## src/design/assert_macros.svh

```systemverilog
// assertion helpers used by the rtl file trimmed_rolling_mean
`ifndef ASSERT_MACROS_SVH
`define ASSERT_MACROS_SVH

// checked only while out of reset
`define TRM_ASSERT(lbl, prop, msg) \
    lbl: assert property (@(posedge i_clk) disable iff (!i_rst_n) prop) else $error(msg);

// checked on every edge, reset included
`define TRM_ASSERT_ALWAYS(lbl, prop, msg) \
    lbl: assert property (@(posedge i_clk) prop) else $error(msg);

`endif

```

## src/design/trm_pkg.sv

```systemverilog
`default_nettype none

package trm_pkg;

    localparam int SAMPLE_W   = 32;
    localparam int PORTION_W  = 9;
    localparam int FRAC_SH    = 8;
    localparam int ROUND_HALF = 128;
    localparam logic [PORTION_W-1:0] PORTION_RESET = 9'd230;

    typedef enum logic [2:0] {
        S_IDLE,
        S_OLD,
        S_RM,
        S_INS,
        S_INS_LAST,
        S_SUM,
        S_DIV
    } t_state;

    typedef struct packed {
        logic busy;
    } t_div_st;

endpackage

`default_nettype wire

```

## src/design/trm_ram.sv

```systemverilog
`default_nettype none

module trm_ram #(
    parameter int WIDTH = 32,
    parameter int DEPTH = 64,
    localparam int AW = $clog2(DEPTH)
) (
    input  wire logic             i_clk,
    input  wire logic             i_we,
    input  wire logic [AW-1:0]    i_waddr,
    input  wire logic [WIDTH-1:0] i_wdata,
    input  wire logic [AW-1:0]    i_raddr,
    output logic      [WIDTH-1:0] o_rdata
);

    logic [WIDTH-1:0] mem [DEPTH];

    always_ff @(posedge i_clk) begin
        if (i_we) begin
            mem[i_waddr] <= i_wdata;
        end
        o_rdata <= mem[i_raddr];
    end

endmodule

`default_nettype wire

```

## src/design/trm_div.sv

```systemverilog
`default_nettype none

module trm_div #(
    parameter int NW = 38,
    parameter int DW = 7
) (
    input  wire logic                 i_clk,
    input  wire logic                 i_rst_n,
    input  wire logic                 i_start,
    input  wire logic signed [NW-1:0] i_num,
    input  wire logic        [DW-1:0] i_den,
    output logic             [NW-1:0] o_quot,
    output trm_pkg::t_div_st          o_st
);

    import trm_pkg::*;

    localparam int KW = $clog2(NW + 1);

    logic          r_busy, n_busy;
    logic [KW-1:0] r_cnt, n_cnt;
    logic [NW-1:0] r_q, n_q;
    logic [DW-1:0] r_rem, n_rem;
    logic [DW-1:0] r_den, n_den;
    logic          r_neg, n_neg;
    logic [DW:0]   w_trial;

    always_comb begin
        n_busy  = r_busy;
        n_cnt   = r_cnt;
        n_q     = r_q;
        n_rem   = r_rem;
        n_den   = r_den;
        n_neg   = r_neg;
        w_trial = {r_rem, r_q[NW-1]};
        if (i_start) begin
            n_busy = 1'b1;
            n_cnt  = KW'(NW);
            n_neg  = i_num[NW-1];
            n_q    = i_num[NW-1] ? (NW'(0) - NW'(i_num)) : NW'(i_num);
            n_rem  = '0;
            n_den  = i_den;
        end else if (r_busy) begin
            if (w_trial >= {1'b0, r_den}) begin
                n_rem = DW'(w_trial - {1'b0, r_den});
                n_q   = {r_q[NW-2:0], 1'b1};
            end else begin
                n_rem = w_trial[DW-1:0];
                n_q   = {r_q[NW-2:0], 1'b0};
            end
            n_cnt = r_cnt - KW'(1);
            if (r_cnt == KW'(1)) begin
                n_busy = 1'b0;
            end
        end
    end

    always_ff @(posedge i_clk) begin
        if (!i_rst_n) begin
            r_busy <= 1'b0;
            r_cnt  <= '0;
        end else begin
            r_busy <= n_busy;
            r_cnt  <= n_cnt;
        end
    end

    always_ff @(posedge i_clk) begin
        r_q   <= n_q;
        r_rem <= n_rem;
        r_den <= n_den;
        r_neg <= n_neg;
    end

    assign o_quot  = r_neg ? (NW'(0) - r_q) : r_q;
    assign o_st.busy = r_busy;

endmodule

`default_nettype wire

```

## src/design/trimmed_rolling_mean.sv

```systemverilog
// channel   dir  tdata fields (low bit up)           tuser  tlast
// s         in   sample[31:0]                        -      -
// m         out  trimmed_mean[31:0], held_count      -      -
// cfg       in   keep_portion[8:0], write on wr_en   -      -
//
// one transfer at a time, worked through in these steps
// (old-sample read, removal walk and insertion walk over the sorted memory,
// sum walk over the kept rank range, then a one-bit-per-cycle divider)
// reset is synchronous, active low; the memories need no clearing pass
// a finished result waits in the output register while the next transfer
// is taken; the divider result waits if that register is still full
`default_nettype none
`include "assert_macros.svh"

module trimmed_rolling_mean #(
    parameter int WINDOW = 64,
    localparam int CW = $clog2(WINDOW + 1),
    localparam int OW = ((32 + CW + 7) / 8) * 8
) (
    input  wire logic                           i_clk,
    input  wire logic                           i_rst_n,
    input  wire logic                           i_s_tvalid,
    output logic                                o_s_tready,
    input  wire logic [31:0]                    i_s_tdata,  // sample
    output logic                                o_m_tvalid,
    input  wire logic                           i_m_tready,
    output logic [OW-1:0]                       o_m_tdata,  // trimmed_mean, held_count
    input  wire logic                           i_cfg_wr_en,
    input  wire logic [trm_pkg::PORTION_W-1:0]  i_cfg_wr_data
);

    import trm_pkg::*;

    localparam int AW = $clog2(WINDOW);
    localparam int SW = SAMPLE_W + AW;
    localparam int PW = PORTION_W + CW + 1;
    localparam int UW = PW - FRAC_SH;

    t_state r_state, n_state;

    logic [PORTION_W-1:0]       r_port;
    logic [AW-1:0]              r_slot, n_slot;
    logic [CW-1:0]              r_cnt, n_cnt;
    logic signed [SW-1:0]       r_total, n_total;
    logic signed [SAMPLE_W-1:0] r_s, n_s;
    logic [SAMPLE_W-1:0]        r_old, n_old;
    logic [AW-1:0]              r_k, n_k;
    logic                       r_kv, n_kv;
    logic [AW-1:0]              r_j, n_j;
    logic                       r_rv, n_rv;
    logic                       r_found, n_found;
    logic [AW-1:0]              r_end, n_end;
    logic [CW-1:0]              r_d, n_d;
    logic signed [SW-1:0]       r_acc, n_acc;
    logic                       r_ovalid, n_ovalid;
    logic [SAMPLE_W-1:0]        r_omean, n_omean;
    logic [CW-1:0]              r_ocnt, n_ocnt;

    logic                win_we;
    logic [AW-1:0]       win_waddr, win_raddr;
    logic [SAMPLE_W-1:0] win_rdata;
    logic                srt_we;
    logic [AW-1:0]       srt_waddr, srt_raddr;
    logic [SAMPLE_W-1:0] srt_wdata, srt_rdata;

    logic          div_start;
    logic [SW-1:0] div_quot;
    t_div_st       div_st;

    logic          w_accept, w_full, w_trim, w_load;
    logic [PW-1:0] w_prod;
    logic [UW-1:0] w_u;
    logic [CW-1:0] w_c, w_lo, w_d, w_last;
    logic [CW:0]   w_c1;
    logic signed [SAMPLE_W-1:0] w_x;

    trm_ram #(.WIDTH(SAMPLE_W), .DEPTH(WINDOW)) u_win (
        .i_clk   (i_clk),
        .i_we    (win_we),
        .i_waddr (win_waddr),
        .i_wdata (r_s),
        .i_raddr (win_raddr),
        .o_rdata (win_rdata)
    );

    trm_ram #(.WIDTH(SAMPLE_W), .DEPTH(WINDOW)) u_srt (
        .i_clk   (i_clk),
        .i_we    (srt_we),
        .i_waddr (srt_waddr),
        .i_wdata (srt_wdata),
        .i_raddr (srt_raddr),
        .o_rdata (srt_rdata)
    );

    trm_div #(.NW(SW), .DW(CW)) u_div (
        .i_clk   (i_clk),
        .i_rst_n (i_rst_n),
        .i_start (div_start),
        .i_num   (n_acc),
        .i_den   (r_d),
        .o_quot  (div_quot),
        .o_st    (div_st)
    );

    assign o_s_tready = (r_state == S_IDLE);
    assign w_accept   = i_s_tvalid && o_s_tready;
    assign w_full     = (r_cnt == CW'(WINDOW));
    assign w_x        = signed'(srt_rdata);
    assign w_load     = (r_state == S_DIV) && !div_st.busy && (!r_ovalid || i_m_tready);

    // kept count and rank range over the held samples
    always_comb begin
        w_prod = PW'(r_port) * PW'(r_cnt) + PW'(ROUND_HALF);
        w_u    = w_prod[PW-1:FRAC_SH];
        if (w_u == '0) begin
            w_u = UW'(1);
        end
        w_trim = (w_u < UW'(r_cnt));
        w_c    = w_trim ? (r_cnt - CW'(w_u)) : '0;
        w_c1   = {1'b0, w_c} + (CW + 1)'(1);
        w_lo   = w_c1[CW:1];
        w_d    = w_trim ? CW'(w_u) : r_cnt;
        w_last = w_lo + w_d - CW'(1);
    end

    // next state
    always_comb begin
        n_state = r_state;
        unique case (r_state)
            S_IDLE: begin
                if (w_accept) begin
                    n_state = S_OLD;
                end
            end
            S_OLD: begin
                if (w_full) begin
                    n_state = S_RM;
                end else if (r_cnt == '0) begin
                    n_state = S_INS_LAST;
                end else begin
                    n_state = S_INS;
                end
            end
            S_RM: begin
                if (r_rv && r_j == AW'(WINDOW - 1)) begin
                    n_state = S_INS;
                end
            end
            S_INS: begin
                if (r_rv) begin
                    if (w_x > r_s) begin
                        if (r_j == '0) begin
                            n_state = S_INS_LAST;
                        end
                    end else begin
                        n_state = S_SUM;
                    end
                end
            end
            S_INS_LAST: n_state = S_SUM;
            S_SUM: begin
                if (r_rv && r_j == r_end) begin
                    n_state = S_DIV;
                end
            end
            S_DIV: begin
                if (w_load) begin
                    n_state = S_IDLE;
                end
            end
            default: n_state = S_IDLE;
        endcase
    end

    // datapath and memory controls
    always_comb begin
        n_slot    = r_slot;
        n_cnt     = r_cnt;
        n_total   = r_total;
        n_s       = r_s;
        n_old     = r_old;
        n_k       = r_k;
        n_kv      = r_kv;
        n_j       = r_j;
        n_rv      = 1'b0;
        n_found   = r_found;
        n_end     = r_end;
        n_d       = r_d;
        n_acc     = r_acc;
        n_ovalid  = (r_ovalid && i_m_tready) ? 1'b0 : r_ovalid;
        n_omean   = r_omean;
        n_ocnt    = r_ocnt;
        win_we    = 1'b0;
        win_waddr = r_slot;
        win_raddr = r_slot;
        srt_we    = 1'b0;
        srt_waddr = '0;
        srt_wdata = r_s;
        srt_raddr = r_k;
        div_start = 1'b0;
        unique case (r_state)
            S_IDLE: begin
                if (w_accept) begin
                    n_s = signed'(i_s_tdata);
                end
            end
            S_OLD: begin
                win_we  = 1'b1;
                n_old   = win_rdata;
                n_total = r_total + SW'(r_s)
                        - (w_full ? SW'(signed'(win_rdata)) : SW'(0));
                n_slot  = (r_slot == AW'(WINDOW - 1)) ? '0 : r_slot + AW'(1);
                n_found = 1'b0;
                n_kv    = 1'b1;
                if (w_full) begin
                    n_k = '0;
                end else begin
                    n_cnt = r_cnt + CW'(1);
                    n_k   = AW'(r_cnt - CW'(1));
                end
            end
            S_RM: begin
                if (r_kv) begin
                    n_rv = 1'b1;
                    n_j  = r_k;
                    if (r_k == AW'(WINDOW - 1)) begin
                        n_kv = 1'b0;
                    end else begin
                        n_k = r_k + AW'(1);
                    end
                end
                if (r_rv) begin
                    if (!r_found) begin
                        if (srt_rdata == r_old) begin
                            n_found = 1'b1;
                        end
                    end else begin
                        srt_we    = 1'b1;
                        srt_waddr = r_j - AW'(1);
                        srt_wdata = srt_rdata;
                    end
                    if (r_j == AW'(WINDOW - 1)) begin
                        n_rv = 1'b0;
                        n_kv = 1'b1;
                        n_k  = AW'(WINDOW - 2);
                    end
                end
            end
            S_INS: begin
                if (r_kv) begin
                    n_rv = 1'b1;
                    n_j  = r_k;
                    if (r_k == '0) begin
                        n_kv = 1'b0;
                    end else begin
                        n_k = r_k - AW'(1);
                    end
                end
                if (r_rv) begin
                    srt_we    = 1'b1;
                    srt_waddr = r_j + AW'(1);
                    if (w_x > r_s) begin
                        srt_wdata = srt_rdata;
                        if (r_j == '0) begin
                            n_rv = 1'b0;
                        end
                    end else begin
                        n_rv  = 1'b0;
                        n_k   = AW'(w_lo);
                        n_kv  = 1'b1;
                        n_end = AW'(w_last);
                        n_d   = w_d;
                        n_acc = '0;
                    end
                end
            end
            S_INS_LAST: begin
                srt_we    = 1'b1;
                srt_waddr = '0;
                n_k       = AW'(w_lo);
                n_kv      = 1'b1;
                n_end     = AW'(w_last);
                n_d       = w_d;
                n_acc     = '0;
            end
            S_SUM: begin
                if (r_kv) begin
                    n_rv = 1'b1;
                    n_j  = r_k;
                    if (r_k == r_end) begin
                        n_kv = 1'b0;
                    end else begin
                        n_k = r_k + AW'(1);
                    end
                end
                if (r_rv) begin
                    n_acc = r_acc + SW'(w_x);
                    if (r_j == r_end) begin
                        n_rv      = 1'b0;
                        div_start = 1'b1;
                    end
                end
            end
            S_DIV: begin
                if (w_load) begin
                    n_ovalid = 1'b1;
                    n_omean  = div_quot[SAMPLE_W-1:0];
                    n_ocnt   = r_cnt;
                end
            end
            default: ;
        endcase
    end

    always_ff @(posedge i_clk) begin
        if (!i_rst_n) begin
            r_state  <= S_IDLE;
            r_port   <= PORTION_RESET;
            r_slot   <= '0;
            r_cnt    <= '0;
            r_total  <= '0;
            r_kv     <= 1'b0;
            r_rv     <= 1'b0;
            r_found  <= 1'b0;
            r_ovalid <= 1'b0;
        end else begin
            r_state  <= n_state;
            if (i_cfg_wr_en) begin
                r_port <= i_cfg_wr_data;
            end
            r_slot   <= n_slot;
            r_cnt    <= n_cnt;
            r_total  <= n_total;
            r_kv     <= n_kv;
            r_rv     <= n_rv;
            r_found  <= n_found;
            r_ovalid <= n_ovalid;
        end
    end

    always_ff @(posedge i_clk) begin
        r_s     <= n_s;
        r_old   <= n_old;
        r_k     <= n_k;
        r_j     <= n_j;
        r_end   <= n_end;
        r_d     <= n_d;
        r_acc   <= n_acc;
        r_omean <= n_omean;
        r_ocnt  <= n_ocnt;
    end

    assign o_m_tvalid = r_ovalid;
    assign o_m_tdata  = OW'({r_ocnt, r_omean});

    `TRM_ASSERT(a_cnt_bound, r_cnt <= CW'(WINDOW), "fill count above window size")
    `TRM_ASSERT(a_accept_reads_old, w_accept |=> r_state == S_OLD, "accept did not start update")
    `TRM_ASSERT(a_div_idle_at_start, div_start |-> !div_st.busy, "divider restarted while busy")
    `TRM_ASSERT(a_out_count, o_m_tvalid |-> r_ocnt != '0, "result with empty window")

endmodule

`default_nettype wire
```

## config.mk

```make
export PLATFORM = sky130hd
export DESIGN_NAME = trimmed_rolling_mean
export DESIGN_NICKNAME = d
export VERILOG_FILES = /design/src/design/trm_pkg.sv /design/src/design/trm_ram.sv /design/src/design/trm_div.sv /design/src/design/trimmed_rolling_mean.sv
export VERILOG_INCLUDE_DIRS = /design/src /design/src/design
export SDC_FILE = /design/constraint.sdc
export NUM_CORES = 2
export LEC_CHECK = 0
export BUFFER_PORTS_ARGS = -buffer_cell sky130_fd_sc_hd__buf_4
export CORE_MARGIN = 2
export CORE_UTILIZATION = 40
export DETAILED_ROUTE_END_ITERATION = 8
export PLACE_DENSITY = 0.63
export SLEW_MARGIN = 20
export SYNTH_ARGS = -nofsm -noshare
export SYNTH_HDL_FRONTEND = slang
export SYNTH_SLANG_ARGS = --single-unit
```

## constraint.sdc

```tcl
create_clock -name i_clk -period 22.5 [get_ports i_clk]
set_clock_uncertainty 0.05 [all_clocks]
set_input_delay 3.375 -clock i_clk [delete_from_list [all_inputs] [get_ports i_clk]]
set_output_delay 3.375 -clock i_clk [all_outputs]
set_load 0.01 [all_outputs]
```

==> results by group <==
Yosys
  – Post-Synth XOR/XNOR Area: less than 1%
  – Gate Count Post-Synth: roughly 9000
  – Primary FF master, synth: edfxtp_1
  – Adder-Cell Fraction of Synth Area: approximately 1.6%
  – Number of enable flip-flop cells after synthesis: 4270
  – Synth Area in Compound Gates: approximately 7.6%
  – Synth warnings: 0
  – Ys async rst share: 0%
  – Syn_nets: 9110
  – Syn Area/Cell: roughly 19 um^2
  – Post-synthesis mux area share: between 8 and 9%
  – Seq cells post-synth: about 4400
  – Synth Cell Area: ~0.17 mm^2
  – Simple-gate portion of the synthesized area: under 10%
  – Sequential fraction of the synthesis area: 76.8%
  – Synth cell types: 94
  – Largest family of logic cells by synthesized area: multiplexers

Drt
  – Post-DR wirelength/cell: between 30 and 40 um
  – DRC viols: 0
  – Post-route ant nets: 0
  – Via density: between 6 and 7
  – DR iter-0 viols: 12900
  – Drt pass-1 iters: 6
  – Total Wirelength: 482 mm
  – Via count: 92000

GRT
  – Vias in the first global route: a little over 90000
  – Initial antenna violation count: 63
  – Congestion Overflow GR: 0
  – First-pass GRT wire length: around 680 mm
  – Pin count of the biggest net entering global routing: ~150
  – Gr usage total: 21.8%

Hold path
  – Hold crit path type: reg2reg
  – HP Start: u_win.o_rdata[27]
  – Worst hold stages: 0
  – Worst hold endpoint: r_old[27]

Setup path
  – Critical R2R Launch: r_cnt[1]
  – Critical Path Most Common Cell: inv_1
  – FF-to-FF setup slack: approximately 12 ns
  – Startpoint class of the critical path: flop
  – Delay-heaviest family, CP: adder cells
  – Worst EP arrival: approximately 11 ns
  – Slowest CP cell: dfxtp_1
  – Worst endpoint required time: ~23 ns
  – Reg-to-reg endpoint: r_end[5]
  – Critical path class: reg2reg
  – Crit. Startpoint: r_cnt[1]
  – Largest stage delay, worst path: 0.85 ns
  – Buf/Inv on CP: 6
  – Critical path endpoint category: flop
  – Crit-path max FO: 17
  – Worst-case reg-to-reg path depth: 39

Die
  – Die width: 657 um
  – Initial core utilization: about two fifths
  – Die Y: between 600 and 700 um
  – Core area: approximately 0.42 mm^2
  – Ports: between 80 and 90
  – Die ar.: roughly 0.43 mm^2
  – Std cell rows: around 240

Cells and area
  – Share of layout cells above drive strength 1: between 10% and 20%
  – Layout area overhead: 14.2%
  – Final net count: about 9400

Pwr
  – P_leak: about 60 nW
  – Power Density: about 110 mW/mm^2
  – Peak VDD IR: around 0.15 mV

STA
  – Final worst slack: between 10 and 15 ns
  – Final hold vios: 0
  – Slew Viols, Final: 0
  – Slew headroom: 17.2%
  – Final setup TNS: 0 ns
  – Fmax: a little under 100 MHz
  – Final Critical Period: about 10 ns
  – Worst slew pin tran: around 1.2 ns
  – Tcrit/Tclk final: about 46%
  – # setup viols final: 0
  – RSZ-0062 raised after global routing: no

Placement
  – Dpl ws: ~12 ns
  – Post-detailed-placement half-perimeter wirelength: 268 mm
  – GP Congestion: roughly 0.86
  – Buffers on Ports: 86

Clocking
  – CTS tree: yes
  – Post-CTS Setup Inserts: 0
  – CTS max path bufs: 4
  – Hold buffer count at CTS: 0
  – CTS Sinks: ~4400
  – Clock Pin Slew Worst Setup and Hold Paths: roughly 0.070 ns
  – CTS root buffer: clkbuf_16
  – CTS buffer count: between 400 and 500
  – Latest clock arrival within the worst-skew pair: approximately 1.0 ns
  – Post-CTS sizing: 0
  – H-tree depth: 5

Status
  – Status: finished clean

Run
  – Max_cap viols: 0
## per-layer routing
layer | part of all wire (%) | vias to the layer above | GRT usage [%]
met2 | 48 | 4841 | 35.2
met3 | 9.2 | 753 | 3.87
met1 | 39 | 48800 | 29.6
met4 | 3.9 | 20 | 7.94
li1 | - | 37600 | -
met5 | 0.029 | - | 0
## worst reg2reg max path, delay by kind of cell, from the launching register on
| family | cells | cell delay (ns) |
|---|---|---|
| AOI/OAI and AO/OA | 13 | 3.00 |
| xor gates and xnor gates | 4 | 0.68 |
| adders and majority gates | 10 | 3.62 |
| buffers and inverters | 6 | 0.38 |
| DFF | 1 | 0.85 |
| muxes | 1 | 0.26 |
| and+or+nand+nor | 5 | 1.23 |
## final cells by class
cell class	instances	area (um^2)
Sequential cell	4415	131000
Multi-Input combinational cell	3807	38600
Clock inverter	252	2950
Tap cell	5663	7090
Fill cell	35100	229000
Inverter	148	556
Clock buffer	545	11500
Antenna cell	24	60.1
Timing Repair Buffer	388	3130
## Yosys cell counts, types with 14 or more instances
library cell	n	area (um^2)
fa_1	38	761
a221oi_1	197	1730
nor4_1	36	225
clkbuf_1	379	1420
xor2_1	48	420
o31ai_1	14	105
a22o_1	198	1730
inv_1	147	552
edfxtp_1	4270	128000
o21a_1	17	128
mux2i_1	29	290
dfxtp_1	145	2900
or3_1	16	100
mux4_2	651	14700
ha_1	152	1900
and2_1	72	450
nand2_1	235	882
nor2_1	247	927
o21ai_0	151	756
a211oi_1	25	188
a21o_1	31	233
a21oi_1	184	921
buf_2	17	85.1
buf_1	104	390
nor3_1	35	175
a22oi_1	670	5030
nand4_1	122	763
mux2_2	19	214
xnor2_1	136	1190
nand3_1	59	295
nand2b_1	20	125
nor2b_1	24	150
a31oi_1	190	1190
## flip-flops by register name, indices dropped and copies added (netlist names), 9 cells and up
signal	cells
r_acc	38
r_old	32
r_omean	32
r_port	9
r_s	32
u_div.r_q	38
u_srt.mem	2048
u_srt.o_rdata	32
u_win.mem	2048
u_win.o_rdata	32
## power by group
part | total (W) | switching [W] | internal (W)
logic | 0.00484 | 0.00301 | 0.00183
registers | 0.00988 | 0.000212 | 0.00967
clock network | 0.00733 | 0.00313 | 0.00421
total | 0.0221 | 0.00635 | 0.0157
## per-stage QoR
stage                     std cells  util, %  area, um^2  power [W]  hold WS (ns)
after detailed placement      14400     42.5      181000     0.0149         0.342
after global routing          15200     45.9      195000     0.0227         0.370
final                         15200     46.0      195000     0.0221         0.360
after floorplan                8874        -      171000     0.0130         0.336
after CTS                     15200     45.9      195000     0.0222         0.359
after global placement        14400     42.5      181000     0.0148         0.341
## worst max-delay path by stage
stage,cells after the start,endpoint
finish,39,r_end[5]
floorplan,43,r_end[5]
detailed placement,39,r_end[5]
CTS,39,r_end[5]
global placement,39,r_end[5]
global route,39,r_end[5]
## cells in the final DEF (no fill, tap or decap), types with 25 or more instances in the layout
master | netlist | layout
dfxtp_1 | 145 | 145
fa_1 | 38 | 38
nor2_1 | 247 | 117
bufinv_16 | 0 | 51
a22o_1 | 198 | 198
nor3_1 | 35 | 32
a22oi_1 | 670 | 670
mux4_2 | 651 | 651
a21o_1 | 31 | 31
xor2_1 | 48 | 48
nand4_1 | 122 | 122
inv_1 | 147 | 146
a221oi_1 | 197 | 197
o21ai_4 | 0 | 32
ha_1 | 152 | 152
buf_4 | 3 | 371
a31oi_1 | 190 | 190
nand2_1 | 235 | 233
nor4_1 | 36 | 28
a21oi_1 | 184 | 184
o21ai_0 | 151 | 119
clkinv_1 | 0 | 88
clkinv_2 | 0 | 69
nand3_1 | 59 | 58
and2_1 | 72 | 71
clkbuf_1 | 379 | 95
edfxtp_1 | 4270 | 4270
clkbuf_16 | 0 | 436
mux2i_1 | 29 | 29
xnor2_1 | 136 | 136
nor2_4 | 0 | 129
a211oi_1 | 25 | 25
## kinds of logic after synthesis
family | after synthesis
compound gates | 1791
xor+xnor | 184
fa+ha+maj | 190
buf+inv | 652
flops | 4415
mux | 699
other cells | 1
simple gates | 942
Note: power is estimated with default switching activity, not from simulation.
